==> src/rtl/tlt_pkg.sv <==
// Package for the timeout lease table: request and response beat types,
// operation and status codes, and fixed widths.
// No dependencies.
package tlt_pkg;

	localparam int KEY_WORD_W = 64;
	localparam int KEY_W      = 8 * KEY_WORD_W;
	localparam int STAMP_W    = 32;
	localparam int COUNT_W    = 7;

	localparam logic [STAMP_W-1:0] EXPIRY_RESET = 32'd3600;

	// Operation selector codes.
	localparam logic [2:0] FN_RECORD = 3'd0;
	localparam logic [2:0] FN_SWEEP  = 3'd1;
	localparam logic [2:0] FN_QUERY  = 3'd2;
	localparam logic [2:0] FN_CLEAR  = 3'd3;
	localparam logic [2:0] FN_TICK   = 3'd4;

	// Response status codes.
	localparam logic [1:0] ST_OK      = 2'd0;
	localparam logic [1:0] ST_FULL    = 2'd1;
	localparam logic [1:0] ST_NOMATCH = 2'd2;

	typedef struct packed {
		logic [2:0]            func;
		logic [KEY_WORD_W-1:0] first_key_w0;
		logic [KEY_WORD_W-1:0] first_key_w1;
		logic [KEY_WORD_W-1:0] first_key_w2;
		logic [KEY_WORD_W-1:0] first_key_w3;
		logic [KEY_WORD_W-1:0] second_key_w0;
		logic [KEY_WORD_W-1:0] second_key_w1;
		logic [KEY_WORD_W-1:0] second_key_w2;
		logic [KEY_WORD_W-1:0] second_key_w3;
	} req_t;

	typedef struct packed {
		logic [1:0]         status;
		logic               expired;
		logic [COUNT_W-1:0] freed_count;
	} rsp_t;

	// Commands from the controller to the datapath.
	typedef struct packed {
		logic capture;
		logic exec;
		logic scan;
		logic publish;
	} cmd_t;

	// Status from the datapath to the controller.
	typedef struct packed {
		logic is_scan;
		logic scan_done;
		logic out_free;
	} sts_t;

endpackage

==> src/rtl/tlt_ctrl.sv <==
// Controller state machine of the timeout lease table.
// Depends on tlt_pkg for the command and status structs.
module tlt_ctrl
	import tlt_pkg::*;
(
	input  logic clk,
	input  logic arst_n,
	input  logic req_valid,
	output logic req_stall,
	input  sts_t sts,
	output cmd_t cmd
);

	typedef enum logic [1:0] {
		S_IDLE,
		S_EXEC,
		S_SCAN,
		S_RESP
	} state_t;

	state_t state_q;

	// The request side is open only while idle.
	assign req_stall = (state_q != S_IDLE);

	// Commands follow directly from the state, req_valid and the datapath status.
	always_comb begin
		cmd         = '0;
		cmd.capture = (state_q == S_IDLE) && req_valid;
		cmd.exec    = (state_q == S_EXEC);
		cmd.scan    = (state_q == S_SCAN);
		cmd.publish = (state_q == S_RESP) && sts.out_free;
	end

	// State register.
	always_ff @(posedge clk or negedge arst_n) begin
		if (!arst_n) begin
			state_q <= S_IDLE;
		end else begin
			case (state_q)
				S_IDLE: begin
					if (req_valid) begin
						state_q <= S_EXEC;
					end
				end
				S_EXEC: begin
					state_q <= sts.is_scan ? S_SCAN : S_RESP;
				end
				S_SCAN: begin
					if (sts.scan_done) begin
						state_q <= S_RESP;
					end
				end
				S_RESP: begin
					if (sts.out_free) begin
						state_q <= S_IDLE;
					end
				end
				default: begin
					state_q <= S_IDLE;
				end
			endcase
		end
	end

endmodule

==> config.mk <==
export PLATFORM = sky130hd
export DESIGN_NAME = tlt_ctrl
export DESIGN_NICKNAME = d
export VERILOG_FILES = /design/src/rtl/tlt_pkg.sv /design/src/rtl/tlt_ctrl.sv
export SDC_FILE = /design/constraint.sdc
export NUM_CORES = 1
export LEC_CHECK = 0
export ABC_AREA = 1
export BUFFER_PORTS_ARGS = -buffer_cell sky130_fd_sc_hd__clkbuf_2
export CORE_AREA = 4 4 41 43
export DETAILED_ROUTE_END_ITERATION = 8
export DIE_AREA = 0 0 45 47
export MAX_ROUTING_LAYER = met4
export PLACE_DENSITY = 0.5
export SYNTH_ARGS = -nofsm -noshare
export SYNTH_HDL_FRONTEND = slang
export SYNTH_SLANG_ARGS = --single-unit
==> constraint.sdc <==
create_clock -name clk -period 1 [get_ports clk]
set_input_delay 0 -clock clk [delete_from_list [all_inputs] [get_ports clk]]
set_output_delay 0 -clock clk [all_outputs]
set_load 0.02 [all_outputs]
==> metrics.md, run 1 <==
| Metric | Value |
|---|---|
| WL/cell | `between 8 and 9 um` |
| Synth warn | `0` |
| FMAX | `818 MHz` |
| H-tree levels | `1` |
| CP arrival | `1.22 ns` |
| Crit-path cells | `inv_4, buf_6, ha_4, buf_6, buf_8` |
| Post-synthesis simple-gate area fraction | `0.369` |
| R2r setup slk | `-0.19 ns` |
| First DRT Iteration DRCs | `0` |
| Total CTS buffers | `3` |
| Synthesized area | `between 200 and 250 um2` |
| Row cnt | `13` |
| Area Growth Syn to Fin | `126%` |
| Pwr dens | `3350 nW/um2` |
| Fin worst setup slack | `-0.223 ns` |
| Largest Register | `state_q` |
| Vias post-DR | `about 270` |
| CP startpoint kind | `register` |
| Initial antenna violation count | `0` |
| First-pass GRT wire length | `~890 um` |
| Max FFs per register | `2` |
| Crit path capture type | `output port` |
| Gr usage total | `0.0629` |
| Die area | `about 2100 um2` |
| Remaining Overflow, GRT | `0` |
| Placed inst area | `roughly 360 um2` |
| Routed Antenna Nets | `0` |
| Commonest non-fill, non-tap cells in the layout | `nand2_1, inv_1, buf_6, clkbuf_2` |
| Sequential element share of the synthesized area | `0.205` |
| Pre-Repair DR Iteration Count | `1` |
| Clk buf depth | `2` |
| Clk slew on worst S/H paths | `approximately 0.030 ns` |
| Syn avg cell area | `approximately 7.0 um2` |
| Critical path's top delay family | `flip-flops` |
| Number of max-cap violations | `0` |
| Design Area, Final | `between 500 and 600 um2` |
| Pleak | `0.309 nW` |
| Max rail drop VDD | `about 0.0014 V` |
| Relative slew slack | `0.888` |
| Core area | `approximately 1300 um2` |
| RSZ-0062 raised after global routing | `yes` |
| Minimum clock period | `between 1 and 1.5 ns` |
| Initial Utilization | `0.188` |
| CP peak stage delay | `0.44 ns` |
| Fin. max-slew vios | `0` |
| Failing checks | `negative setup slack` |
| CTS tree | `yes` |
| Worst hold path type | `in -> async` |
| Gate Count Post-Synth | `35` |
| Buffers added on ports | `10` |
| CP most frequent cell | `buf_6` |
| Layout Cells excl Fill | `73` |
| # DRC | `0` |
| RR Startpoint | `state_q[0]$_DFFE_PN0P_` |
| Mux share of post-synthesis cell area | `0` |
| Antenna Cells | `0` |
| Worst clock skew | `approximately 0.0063 ns` |
| Net count after synthesis | `46` |
| WL final | `approximately 630 um` |
| Outcome | `finished with violations` |
| Via density | `3.68` |
| Most common cell after layout, fill and taps aside | `nand2_1` |
| Final hold viol count | `0` |
| Worst Path Buf+Inv | `4` |
| Synth unique cells | `9` |
| Die extent in y | `about 47 um` |
| Number of fill cells | `143` |
| Final HPWL DP | `about 390 um` |
| Yosys reg bits | `2` |
| Slowest stage cell, crit path | `dfrtp_2` |
| WS Path Type | `reg -> out` |
| XOR/XNOR Fraction of Synth Area | `0` |
| Compound-gate portion of the synthesized area | `0` |
| Critical Path RT | `1.00 ns` |
| Reg2reg end | `state_q[0]$_DFFE_PN0P_` |
| Largest net degree at the start of global routing | `6` |
| FF-to-FF path depth | `7` |
| Num ports | `11` |
| Worst-Margin Slew | `0.168 ns` |
| Clk Tree Root Cell | `clkbuf_4` |
| Final net count | `a little over 70` |
| Largest regs | `state_q: 2 flops` |
| Clk sink count | `2` |
| DP Cell Count | `between 60 and 70` |
| Layout cells sized above 1 | `0.690` |
| Clk_lat worst skew | `approximately 0.23 ns` |
| Crit share post-route | `1.22` |
| Largest family of logic cells by synthesized area | `simple AND/OR/NAND/NOR gates` |
| Final setup fails | `7` |
| Die Span X | `between 40 and 50 um` |
| Crit path max fanout | `4` |
| Adder-Cell Fraction of Synth Area | `0.256` |
| Routability cong. | `0.710` |
| Place WS | `-0.124 ns` |
| Vias in the first global route | `266` |
==> cell families after synthesis <==
family                   count (synthesis)
buffers and inverters                   11
adder cells (fa/ha/maj)                  5
AND/OR/NAND/NOR                         17
flip-flops                               2
==> worst max path at each step <==
stage	start	end	cells after the start
6_report	state_q[0]$_DFFE_PN0P_	cmd[1]	5
5_1_grt	state_q[1]$_DFFE_PN0P_	cmd[3]	6
4_1_cts	state_q[0]$_DFFE_PN0P_	cmd[2]	4
3_5_place_dp	state_q[0]$_DFFE_PN0P_	state_q[0]$_DFFE_PN0P_	6
3_3_place_gp	state_q[0]$_DFFE_PN0P_	state_q[0]$_DFFE_PN0P_	6
2_1_floorplan	state_q[0]$_DFFE_PN0P_	state_q[0]$_DFFE_PN0P_	7
==> cell type report <==
type / count / area, um2 / area share
Timing Repair Buffer: 20 / 190 / 0.345
Tap cell: 15 / 18.8 / 0.0341
Inverter: 11 / 46.3 / 0.0841
Multi-Input combinational cell: 22 / 220 / 0.400
Clock buffer: 3 / 22.5 / 0.0409
Sequential cell: 2 / 52.6 / 0.0955
==> metrics by stage <==
stage               TNS, ns  hold slack [ns]  utilization  power [mW]
finish                -1.37            0.100        0.423        1.85
global route          -1.73            0.110        0.423        2.00
CTS                   -1.28           0.0871        0.383        1.62
detailed placement   -0.394           -0.213        0.277        1.03
global placement     -0.469           -0.214        0.277        1.03
floorplan            -0.113           -0.296            -       0.764
==> repair_timing <==
| item | in CTS | in global routing |
|---|---|---|
| gates resized for setup | 16 | 17 |
| setup buffers | 5 | 0 |
| pin swaps | 2 | 4 |
| endpoints found under the hold margin | 2 | 0 |
| hold buffers | 1 | 0 |
| endpoints found under the setup margin | 7 | 7 |
==> per-layer routing <==
layer,global-route usage,wire [um],vias to the layer above
met5,-,0,-
met4,0.0702,0,0
met3,0.0115,30,0
met2,0.105,365,6
met1,0.0569,232,118
li1,-,-,145
==> cell usage after synthesis, drive strengths merged <==
cell type,number,area [um2]
dfrtp,2,50.1
ha,5,62.6
inv,11,41.3
nand2,13,63.8
nand3,3,15.0
nor2,1,11.3
==> report_power, final <==
group	internal [mW]	leakage, nW	switching (mW)
clock	0.133	0.0138	0.0470
combinational	0.798	0.273	0.628
sequential	0.136	0.0218	0.105
No activity file was read; power rests on OpenSTA's default activity.
==> inputs of run 2 (changes only) <==
REMOVE_ABC_BUFFERS = 1   (was not set)
==> run 2 against run 1 <==
Effect of this change: the flow still finishes with violations (negative setup slack); total power fell by 1.6%; critical path depth is 1 higher; combinational power is essentially flat.
==> metrics.md, run 2 (same netlist as run 1, synthesis figures left out) <==
| Metric | Value |
|---|---|
| RSZ-0062 raised after global routing | `yes` |
| # DRC | `0` |
| Most common cell after layout, fill and taps aside | `buf_6` |
| WL/cell | `between 8 and 9 um` |
| Area Growth Syn to Fin | `128%` |
| Vias post-DR | `around 280` |
| Core area | `around 1300 um2` |
| Pwr dens | `approximately 3300 nW/um2` |
| First DRT Iteration DRCs | `0` |
| Max FFs per register | `2` |
| WS Path Type | `reg -> out` |
| Max rail drop VDD | `approximately 0.0014 V` |
| Num ports | `11` |
| Die area | `approximately 2100 um2` |
| Crit-path cells | `inv_2, ha_4, buf_6, nand2_2, inv_2, buf_8` |
| Critical Path RT | `1.00 ns` |
| WL final | `approximately 640 um` |
| Place WS | `-0.142 ns` |
| CP arrival | `between 1 and 1.5 ns` |
| Placed inst area | `roughly 350 um2` |
| Routability cong. | `between 0.7 and 0.8` |
| DP Cell Count | `between 60 and 70` |
| Worst hold path type | `in -> async` |
| Failing checks | `negative setup slack` |
| Routed Antenna Nets | `0` |
| Die extent in y | `47 um` |
| Largest Register | `state_q` |
| CTS tree | `yes` |
| Outcome | `finished with violations` |
| Design Area, Final | `about 560 um2` |
| Initial Utilization | `0.188` |
| Pre-Repair DR Iteration Count | `1` |
| FMAX | `approximately 820 MHz` |
| Clk buf depth | `2` |
| Crit path capture type | `output port` |
| Clk sink count | `2` |
| Gr usage total | `0.0758` |
| Vias in the first global route | `280` |
| Layout Cells excl Fill | `73` |
| Final setup fails | `7` |
| Crit share post-route | `1.22` |
| Fin. max-slew vios | `0` |
| Initial antenna violation count | `0` |
| Number of max-cap violations | `0` |
| Die Span X | `45 um` |
| Largest net degree at the start of global routing | `6` |
| CP most frequent cell | `inv_2` |
| Worst clock skew | `0.00480 ns` |
| Relative slew slack | `0.885` |
| Crit path max fanout | `4` |
| Antenna Cells | `0` |
| CP startpoint kind | `register` |
| Buffers added on ports | `10` |
| Commonest non-fill, non-tap cells in the layout | `buf_6, nand2_1, inv_1` |
| Final HPWL DP | `~400 um` |
| Total CTS buffers | `3` |
| Largest regs | `state_q: 2 flops` |
| CP peak stage delay | `about 0.41 ns` |
| Slowest stage cell, crit path | `dfrtp_1` |
| Remaining Overflow, GRT | `0` |
| Final net count | `about 70` |
| Final hold viol count | `0` |
| Layout cells sized above 1 | `0.690` |
| Clk slew on worst S/H paths | `~0.030 ns` |
| Clk_lat worst skew | `between 0.2 and 0.25 ns` |
| Fin worst setup slack | `-0.220 ns` |
| Final Total Pwr | `around 1.8 mW` |
| Pleak | `between 0.3 and 0.4 nW` |
| First-pass GRT wire length | `1030 um` |
| Row cnt | `13` |
| Clk Tree Root Cell | `clkbuf_4` |
| Via density | `approximately 3.8` |
| Worst-Margin Slew | `roughly 0.17 ns` |
| H-tree levels | `1` |
| Minimum clock period | `1.22 ns` |
==> run 2: cell count changes in the layout (fill, tap and decap cells not counted), sizes merged <==
cell    before  now
buf         14   13
clkbuf       8    9
==> run 2: final cells by class <==
cell class	count	area, um2
inverter	11	41.3
sequential	2	51.3
timing repair buffer	20	199
clock buffer	3	22.5
multi-input combinational	22	223
tap	15	18.8
fill	154	746
==> run 2: where the power goes <==
part           switching, mW  internal, mW
Sequential            0.0617         0.132
Combinational          0.643         0.795
Clock                 0.0516         0.133
Total                  0.757          1.06
==> run 2: timing repair <==
action | in CTS | in global routing
setup endpoints to repair | 7 | 7
hold endpoints to repair | 2 | 0
hold buffers | 1 | 0
buffers inserted | 3 | 1
pin swaps | 7 | 5
gates resized for setup | 26 | 14
==> run 2: worst paths after layout <==
kind | startpoint | endpoint | slack, ns | cells after the start
max in group asynchronous | arst_n | state_q[1]$_DFFE_PN0P_ | 0.80 | 2
setup / recovery | state_q[0]$_DFFE_PN0P_ | cmd[3] | -0.22 | 6
setup reg to reg | state_q[0]$_DFFE_PN0P_ | state_q[0]$_DFFE_PN0P_ | -0.19 | 7
hold reg to reg | state_q[1]$_DFFE_PN0P_ | state_q[1]$_DFFE_PN0P_ | 0.56 | 2
hold / removal | arst_n | state_q[0]$_DFFE_PN0P_ | 0.09 | 2
min in group clk | sts[2] | state_q[0]$_DFFE_PN0P_ | 0.15 | 6
==> run 2: stage by stage <==
step	setup TNS, ns	utilization	hold WS, ns
floorplan	-0.429	-	-0.296
global placement	-0.439	0.269	-0.214
detailed placement	-0.456	0.269	-0.213
CTS	-1.51	0.385	0.0761
global route	-1.67	0.427	0.0935
finish	-1.30	0.427	0.0903
==> run 2: critical path: cells and delay by family, from the launching register on <==
family	cells	cell delay, ns
DFF	1	0.41
adders and majority gates	1	0.17
and+or+nand+nor	1	0.05
buffers and inverters	4	0.36
==> run 2: layer usage <==
| metal | routed length [um] | part of all wire | GRT usage | vias up |
|---|---|---|---|---|
| li1 | - | - | - | 145 |
| met1 | 238 | 0.37 | 0.0680 | 123 |
| met2 | 337 | 0.52 | 0.116 | 10 |
| met3 | 34 | 0.053 | 0.0153 | 3 |
| met4 | 30 | 0.047 | 0.105 | 0 |
| met5 | 0 | 0 | - | - |
